--- src/sfcp_pkg.sv ---
package sfcp_pkg;

  localparam int FrameLen = 24;
  localparam int PosW = 5;
  localparam int QuoW = 27;
  localparam int RecipShift = 37;

  localparam logic [7:0] SyncByte = 8'h5a;
  localparam logic [7:0] KindByte = 8'h15;

  // ceil(2^37 / 100), exact quotient for every 32-bit dividend
  localparam logic [31:0] Recip100 = 32'h51eb_851f;

  typedef logic [7:0] byte_t;
  typedef logic [PosW-1:0] pos_t;
  typedef logic [QuoW-1:0] quo_t;

  localparam pos_t LastPos = pos_t'(FrameLen - 1);

endpackage

--- src/sfcp_if.sv ---
interface sfcp_in_if import sfcp_pkg::*; ();
  logic  valid;
  logic  ready;
  byte_t rx_byte;

  modport source (output valid, output rx_byte, input ready);
  modport sink (input valid, input rx_byte, output ready);
endinterface

interface sfcp_out_if ();
  logic               valid;
  logic               ready;
  logic signed [26:0] light_level;
  logic               light_ok;
  logic signed [10:0] temperature;
  logic signed [26:0] air_pressure;
  logic signed [10:0] humidity;
  logic signed [16:0] altitude;
  logic               env_ok;

  modport source (
    output valid, output light_level, output light_ok, output temperature,
    output air_pressure, output humidity, output altitude, output env_ok,
    input ready
  );
  modport sink (
    input valid, input light_level, input light_ok, input temperature,
    input air_pressure, input humidity, input altitude, input env_ok,
    output ready
  );
endinterface

--- src/sfcp_cell.sv ---
module sfcp_cell import sfcp_pkg::*; (
  input  logic  clk,
  input  logic  en,
  input  byte_t d,
  output byte_t q
);

  always_ff @(posedge clk) begin
    if (en) begin
      q <= d;
    end
  end

endmodule

--- src/sfcp_div100.sv ---
module sfcp_div100 import sfcp_pkg::*; (
  input  logic        clk,
  input  logic [31:0] x,
  output quo_t        q
);

  logic [63:0] prod;

  always_ff @(posedge clk) begin
    prod <= 64'(x) * 64'(Recip100);
  end

  assign q = prod[RecipShift +: QuoW];

endmodule

--- src/sensor_frame_checksum_parser_core.sv ---
// Throughput: one byte per cycle; the last byte of a frame waits only while the
// previous frame is still being divided or is waiting for the output to take it.
// Once the last byte of a frame is accepted, four passes through one shared 32x32
// reciprocal multiplier form the quotients before the result is registered.
// Reset: synchronous, clears the byte count and output valid, sets held values to -1.
module sensor_frame_checksum_parser_core import sfcp_pkg::*; (
  input  logic       clk,
  input  logic       rst,
  sfcp_in_if.sink    rx,
  sfcp_out_if.source res
);

  typedef enum logic [1:0] {IDLE, RUN, DONE} state_t;

  state_t             state;
  logic [2:0]         step;
  pos_t               pos;
  byte_t              sum_a;
  byte_t              sum_b;
  logic               light_flag;
  byte_t              cell_q [FrameLen];
  logic [31:0]        op [4];
  quo_t               quo [4];
  logic [15:0]        alt_raw;
  logic               light_ok_r;
  logic               env_ok_r;
  logic [31:0]        div_x;
  quo_t               div_q;
  logic               accept;
  logic               complete;
  logic signed [10:0] held_temp;
  logic signed [26:0] held_press;
  logic signed [10:0] held_hum;
  logic signed [16:0] held_alt;
  logic signed [10:0] temp_next;
  logic signed [26:0] press_next;
  logic signed [10:0] hum_next;
  logic signed [16:0] alt_next;

  assign rx.ready = (pos != LastPos) || (state == IDLE);
  assign accept   = rx.valid && rx.ready;
  assign complete = accept && (pos == LastPos);

  for (genvar i = 0; i < FrameLen; i++) begin : g_cell
    byte_t d;
    if (i == 0) begin : g_head
      assign d = rx.rx_byte;
    end else begin : g_body
      assign d = cell_q[i-1];
    end
    sfcp_cell u_cell (.clk(clk), .en(accept), .d(d), .q(cell_q[i]));
  end

  always_ff @(posedge clk) begin
    if (rst) begin
      pos <= '0;
    end else if (accept) begin
      priority if ((pos == pos_t'(0) || pos == pos_t'(1)) && rx.rx_byte != SyncByte) begin
        pos <= '0;
      end else if (pos == pos_t'(2) && rx.rx_byte != KindByte) begin
        pos <= '0;
      end else if (pos == LastPos) begin
        pos <= '0;
      end else begin
        pos <= pos + pos_t'(1);
      end
    end
  end

  always_ff @(posedge clk) begin
    if (accept) begin
      if (pos == pos_t'(0)) begin
        sum_a <= rx.rx_byte;
      end else if (pos <= pos_t'(7)) begin
        sum_a <= sum_a + rx.rx_byte;
      end
      if (pos == pos_t'(8)) begin
        light_flag <= (sum_a == rx.rx_byte);
      end
      if (pos == pos_t'(9)) begin
        sum_b <= rx.rx_byte;
      end else if (pos >= pos_t'(10) && pos <= pos_t'(22)) begin
        sum_b <= sum_b + rx.rx_byte;
      end
    end
    if (complete) begin
      op[0]      <= {cell_q[18], cell_q[17], cell_q[16], cell_q[15]};
      op[1]      <= {16'b0, cell_q[9], cell_q[8]};
      op[2]      <= {cell_q[7], cell_q[6], cell_q[5], cell_q[4]};
      op[3]      <= {16'b0, cell_q[3], cell_q[2]};
      alt_raw    <= {cell_q[1], cell_q[0]};
      light_ok_r <= light_flag;
      env_ok_r   <= (sum_b == rx.rx_byte);
    end
  end

  assign div_x = op[step[1:0]];

  sfcp_div100 u_div (.clk(clk), .x(div_x), .q(div_q));

  assign temp_next  = env_ok_r ? $signed(quo[1][10:0]) : held_temp;
  assign press_next = env_ok_r ? $signed(quo[2]) : held_press;
  assign hum_next   = env_ok_r ? $signed(quo[3][10:0]) : held_hum;
  assign alt_next   = env_ok_r ? $signed({1'b0, alt_raw}) : held_alt;

  always_ff @(posedge clk) begin
    if (rst) begin
      state      <= IDLE;
      step       <= '0;
      res.valid  <= 1'b0;
      held_temp  <= '1;
      held_press <= '1;
      held_hum   <= '1;
      held_alt   <= '1;
    end else begin
      if (res.valid && res.ready && state != DONE) begin
        res.valid <= 1'b0;
      end
      unique case (state)
        IDLE: begin
          step <= '0;
          if (complete) begin
            state <= RUN;
          end
        end
        RUN: begin
          if (step != 3'd0) begin
            quo[2'(step - 3'd1)] <= div_q;
          end
          if (step == 3'd4) begin
            state <= DONE;
          end else begin
            step <= step + 3'd1;
          end
        end
        DONE: begin
          if (!res.valid || res.ready) begin
            res.valid        <= 1'b1;
            res.light_level  <= light_ok_r ? $signed(quo[0]) : '1;
            res.light_ok     <= light_ok_r;
            res.temperature  <= temp_next;
            res.air_pressure <= press_next;
            res.humidity     <= hum_next;
            res.altitude     <= alt_next;
            res.env_ok       <= env_ok_r;
            held_temp        <= temp_next;
            held_press       <= press_next;
            held_hum         <= hum_next;
            held_alt         <= alt_next;
            state            <= IDLE;
          end
        end
        default: state <= IDLE;
      endcase
    end
  end

endmodule

--- src/flat_wrapper.sv ---
// flat-port wrapper written by rule: the top's interface ports become plain ports
module sensor_frame_checksum_parser_core_flat import sfcp_pkg::*;
  (clk, rst, rx_valid, rx_rx_byte, rx_ready, res_valid, res_light_level, res_light_ok, res_temperature, res_air_pressure, res_humidity, res_altitude, res_env_ok, res_ready);
  sfcp_in_if rx_i ();
  sfcp_out_if res_i ();
  input  logic clk;
  input  logic rst;
  input wire logic [$bits(rx_i.valid)-1:0] rx_valid;
  input wire logic [$bits(rx_i.rx_byte)-1:0] rx_rx_byte;
  output wire logic [$bits(rx_i.ready)-1:0] rx_ready;
  output wire logic [$bits(res_i.valid)-1:0] res_valid;
  output wire logic [$bits(res_i.light_level)-1:0] res_light_level;
  output wire logic [$bits(res_i.light_ok)-1:0] res_light_ok;
  output wire logic [$bits(res_i.temperature)-1:0] res_temperature;
  output wire logic [$bits(res_i.air_pressure)-1:0] res_air_pressure;
  output wire logic [$bits(res_i.humidity)-1:0] res_humidity;
  output wire logic [$bits(res_i.altitude)-1:0] res_altitude;
  output wire logic [$bits(res_i.env_ok)-1:0] res_env_ok;
  input wire logic [$bits(res_i.ready)-1:0] res_ready;
  assign rx_i.valid = rx_valid;
  assign rx_i.rx_byte = rx_rx_byte;
  assign rx_ready = rx_i.ready;
  assign res_valid = res_i.valid;
  assign res_light_level = res_i.light_level;
  assign res_light_ok = res_i.light_ok;
  assign res_temperature = res_i.temperature;
  assign res_air_pressure = res_i.air_pressure;
  assign res_humidity = res_i.humidity;
  assign res_altitude = res_i.altitude;
  assign res_env_ok = res_i.env_ok;
  assign res_i.ready = res_ready;
  sensor_frame_checksum_parser_core u_core (.clk(clk), .rst(rst), .rx(rx_i), .res(res_i));
endmodule
--- config.mk ---
export PLATFORM = sky130hd
export DESIGN_NAME = sensor_frame_checksum_parser_core_flat
export DESIGN_NICKNAME = d
export VERILOG_FILES = /design/src/sfcp_pkg.sv /design/src/sfcp_if.sv /design/src/sfcp_cell.sv /design/src/sfcp_div100.sv /design/src/sensor_frame_checksum_parser_core.sv /design/src/flat_wrapper.sv
export SDC_FILE = /design/constraint.sdc
export NUM_CORES = 2
export LEC_CHECK = 0
export BUFFER_PORTS_ARGS = -buffer_cell sky130_fd_sc_hd__buf_2
export CORE_ASPECT_RATIO = 1.5
export CORE_MARGIN = 2
export CORE_UTILIZATION = 69
export CTS_CLUSTER_DIAMETER = 30
export DETAILED_ROUTE_END_ITERATION = 10
export MAX_ROUTING_LAYER = met4
export PLACE_DENSITY = 0.95
export SYNTH_ARGS = -nofsm -noshare
export SYNTH_HDL_FRONTEND = slang
export SYNTH_SLANG_ARGS = --single-unit
--- constraint.sdc ---
create_clock -name clk -period 30.2 [get_ports clk]
set_clock_uncertainty 0.05 [all_clocks]
set_input_delay 6.04 -clock clk [delete_from_list [all_inputs] [get_ports clk]]
set_output_delay 6.04 -clock clk [all_outputs]
set_load 0.01 [all_outputs]
==> metrics.txt <==
status=finished, final reports clean; Final period util=29.4%; Top FF cell, synth=edfxtp_1; maxcap violations=0; first-pass GRT wire length=147,000 µm; CP Max Fanout=32; I/O Buffers=108; Cell Pwr Density=42.3 nW/µm²; Core Area=52,500 µm²; Inserted Clock Buffers=71; Die H=286 µm; final WL=96,300 µm; Final #Nets=3,746; Starting Density=69.7%; Critical Path AT=9310 ps; Syn Inst Count=2,780; Clk Tree Root Cell=clkbuf_16; Final min period=8880 ps; max_slew headroom=21.3%; CP Capture Type=register; IO Pins=109; Detailed Place HPWL=71,600 µm; mapped cell area=36,500 µm²; Setup TNS Final=0 ps; syn_nets=3,599; WP data required=30,630 ps; Post-synth EDFFs=452; Synth cell types=60; GRT Overall Usage=38.2%; Final Cell Area=40,200 µm²; Antenna Nets Post-Route=0; WS Path Type=reg -> reg; crit path launch type=register; commonest non-fill, non-tap cells in the layout=inv_1, edfxtp_1, ha_1, fa_1, buf_2; clock latency on the worst-skew pair=630 ps; die area=54,900 µm²; count of pins over their slew limit=0; Slew @ Worst Pin=1180 ps; Final setup violation count=0; Clock Pin Slew Worst Setup and Hold Paths=60 ps; Congestion Overflow GR=0; pin count of the biggest net entering global routing=91; class of the worst hold path=reg -> reg; Final Hold Fails=0; cts repair resizes=0; Area Overhead vs Synth=10.1%; vias=21,900; Setup Buffers After CTS=0; post-synthesis sequential area ratio=42.9%; Final Core Density=76.7%; Initial DRC Count=1,618; cell taking the most area after synthesis=edfxtp_1; Max Freq=113 MHz; global routing's busiest layer=met2; vias in the first global route=24,400; GRT met1 Usage=40.7%; most common cell after layout, fill and taps aside=inv_1; via/cell ratio=5.97; post-synth top area share=37.1%; Antenna Cells=0; H-Tree Depth=3; FF-to-FF setup slack=21,320 ps; CTS max path bufs=3; wire length per cell=26.3 µm; CTS tree=built; layout cell share with drive strength beyond 1=11.7%; peak supply drop=65.4 µV; drt pass-1 iters=6; Async S/R FF share, synth=0%; CTS Hold Buffers Added=0; Remaining DRCs=0; Sink Count=557; flops & latches, synth=557; leak pwr=18.0 nW; initial antenna violation count=0; RSZ-0062 raised after global routing=no; Mapped Avg Cell Area=13.1 µm²; met3 Track Usage GR=4.96%; # rows=103; dpl cell area=37,900 µm²; ranking of synthesized cells by area=edfxtp_1, fa_1, ha_1; YS warnings=0; die width=192 µm; met2 usage=66.0%; RD Place Congestion=1.05
==> kinds of logic (layout without fill, tap and decap cells) <==
logic type,count (synthesis),after routing,share of synthesized area (%)
xor+xnor,43,43,1.03
flops,557,557,42.9
buf+inv,713,917,7.33
simple gates,281,281,4.10
fa+ha+maj,807,807,35.7
compound gates,216,216,3.76
mux,163,163,5.24
==> metal layers <==
layer	vias to the layer above	share of wire, %
met5	-	0
met3	382	4.9
met4	0	8.0
met2	991	53
li1	9465	-
met1	11100	34
==> critical path, cell delays in order, from the launching register on <==
cell and delay, ps:
dfxtp_2 320, buf_4 460, mux2i_1 160, nor2_1 800
inv_1 350, fa_1 600, fa_1 530, fa_1 560
inv_1 60, fa_1 490, fa_1 460, fa_1 530
inv_1 50, fa_1 640, inv_1 80, ha_1 350
a21o_1 200, a21o_1 170, a21oi_1 200, and3_1 190
o211ai_1 120, a41oi_1 420, o21ai_1 340, a2111oi_0 500
a311oi_1 80
==> registers in the layout (all words and copies together) (netlist names), 2 cells and up, named ones only <==
| register | cells |
|---|---|
| u_core.u_div.prod | 26 |
| u_core.res.humidity | 11 |
| u_core.res.altitude | 17 |
| u_core.step | 3 |
| u_core.held_press | 27 |
| u_core.res.light_level | 27 |
| u_core.alt_raw | 16 |
| u_core.quo | 74 |
| u_core.sum_b | 8 |
| u_core.held_alt | 17 |
| u_core.g_cell.u_cell.q | 152 |
| u_core.res.temperature | 11 |
| u_core.state | 2 |
| u_core.held_hum | 11 |
| u_core.pos | 5 |
| u_core.op | 96 |
| u_core.sum_a | 8 |
| u_core.res.air_pressure | 27 |
| u_core.held_temp | 11 |
==> cell usage after synthesis, types with 10 or more instances <==
master	number
clkbuf_1	35
o21bai_1	17
xnor2_1	30
a21oi_1	87
fa_1	391
o21ai_0	22
a21o_1	39
or2_2	13
inv_1	667
nor3_1	11
nand2b_1	93
nand2_1	54
ha_1	416
dfxtp_1	105
nand4_1	17
mux4_2	16
nor2_1	45
edfxtp_1	452
nand3_1	13
xor2_1	13
buf_1	10
mux2_2	66
o21ai_1	13
mux2i_1	81
==> per-stage QoR <==
step                      setup slack [ps]  hold WS, ps  cells  total power [mW]
after detailed placement             21460          356   3536             0.881
after CTS                            21390          364   3666              1.71
after global routing                 21040          376   3666              1.74
after global placement               21560          351   3536             0.879
after floorplan                      16430          350   2780             0.872
final                                21320          358   3666              1.70
==> power breakdown <==
part / switching, mW / internal, mW
logic: 0.0134 / 0.00638
clock network: 0.366 / 0.469
registers: 0.00772 / 0.839
total: 0.387 / 1.31
==> final timing paths <==
check | startpoint | end | cells past startpoint
worst min register to register | u_core.g_cell[18].u_cell.q[1] | u_core.op[0][25] | 0
worst min-delay path | u_core.g_cell[18].u_cell.q[1] | u_core.op[0][25] | 0
worst max-delay path | register | u_core.u_div.prod[57] | 24
worst max register to register | register | u_core.u_div.prod[57] | 24
==> layout make-up <==
cell class,count,area [µm²]
Clock inverter,52,518
Timing Repair Buffer,120,631
Tap cell,682,853
Clock buffer,78,1840
Inverter,667,2510
Sequential cell,557,15700
Fill cell,3006,12200
Multi-Input combinational cell,1510,18200
No activity file was read; power rests on OpenSTA's default activity.
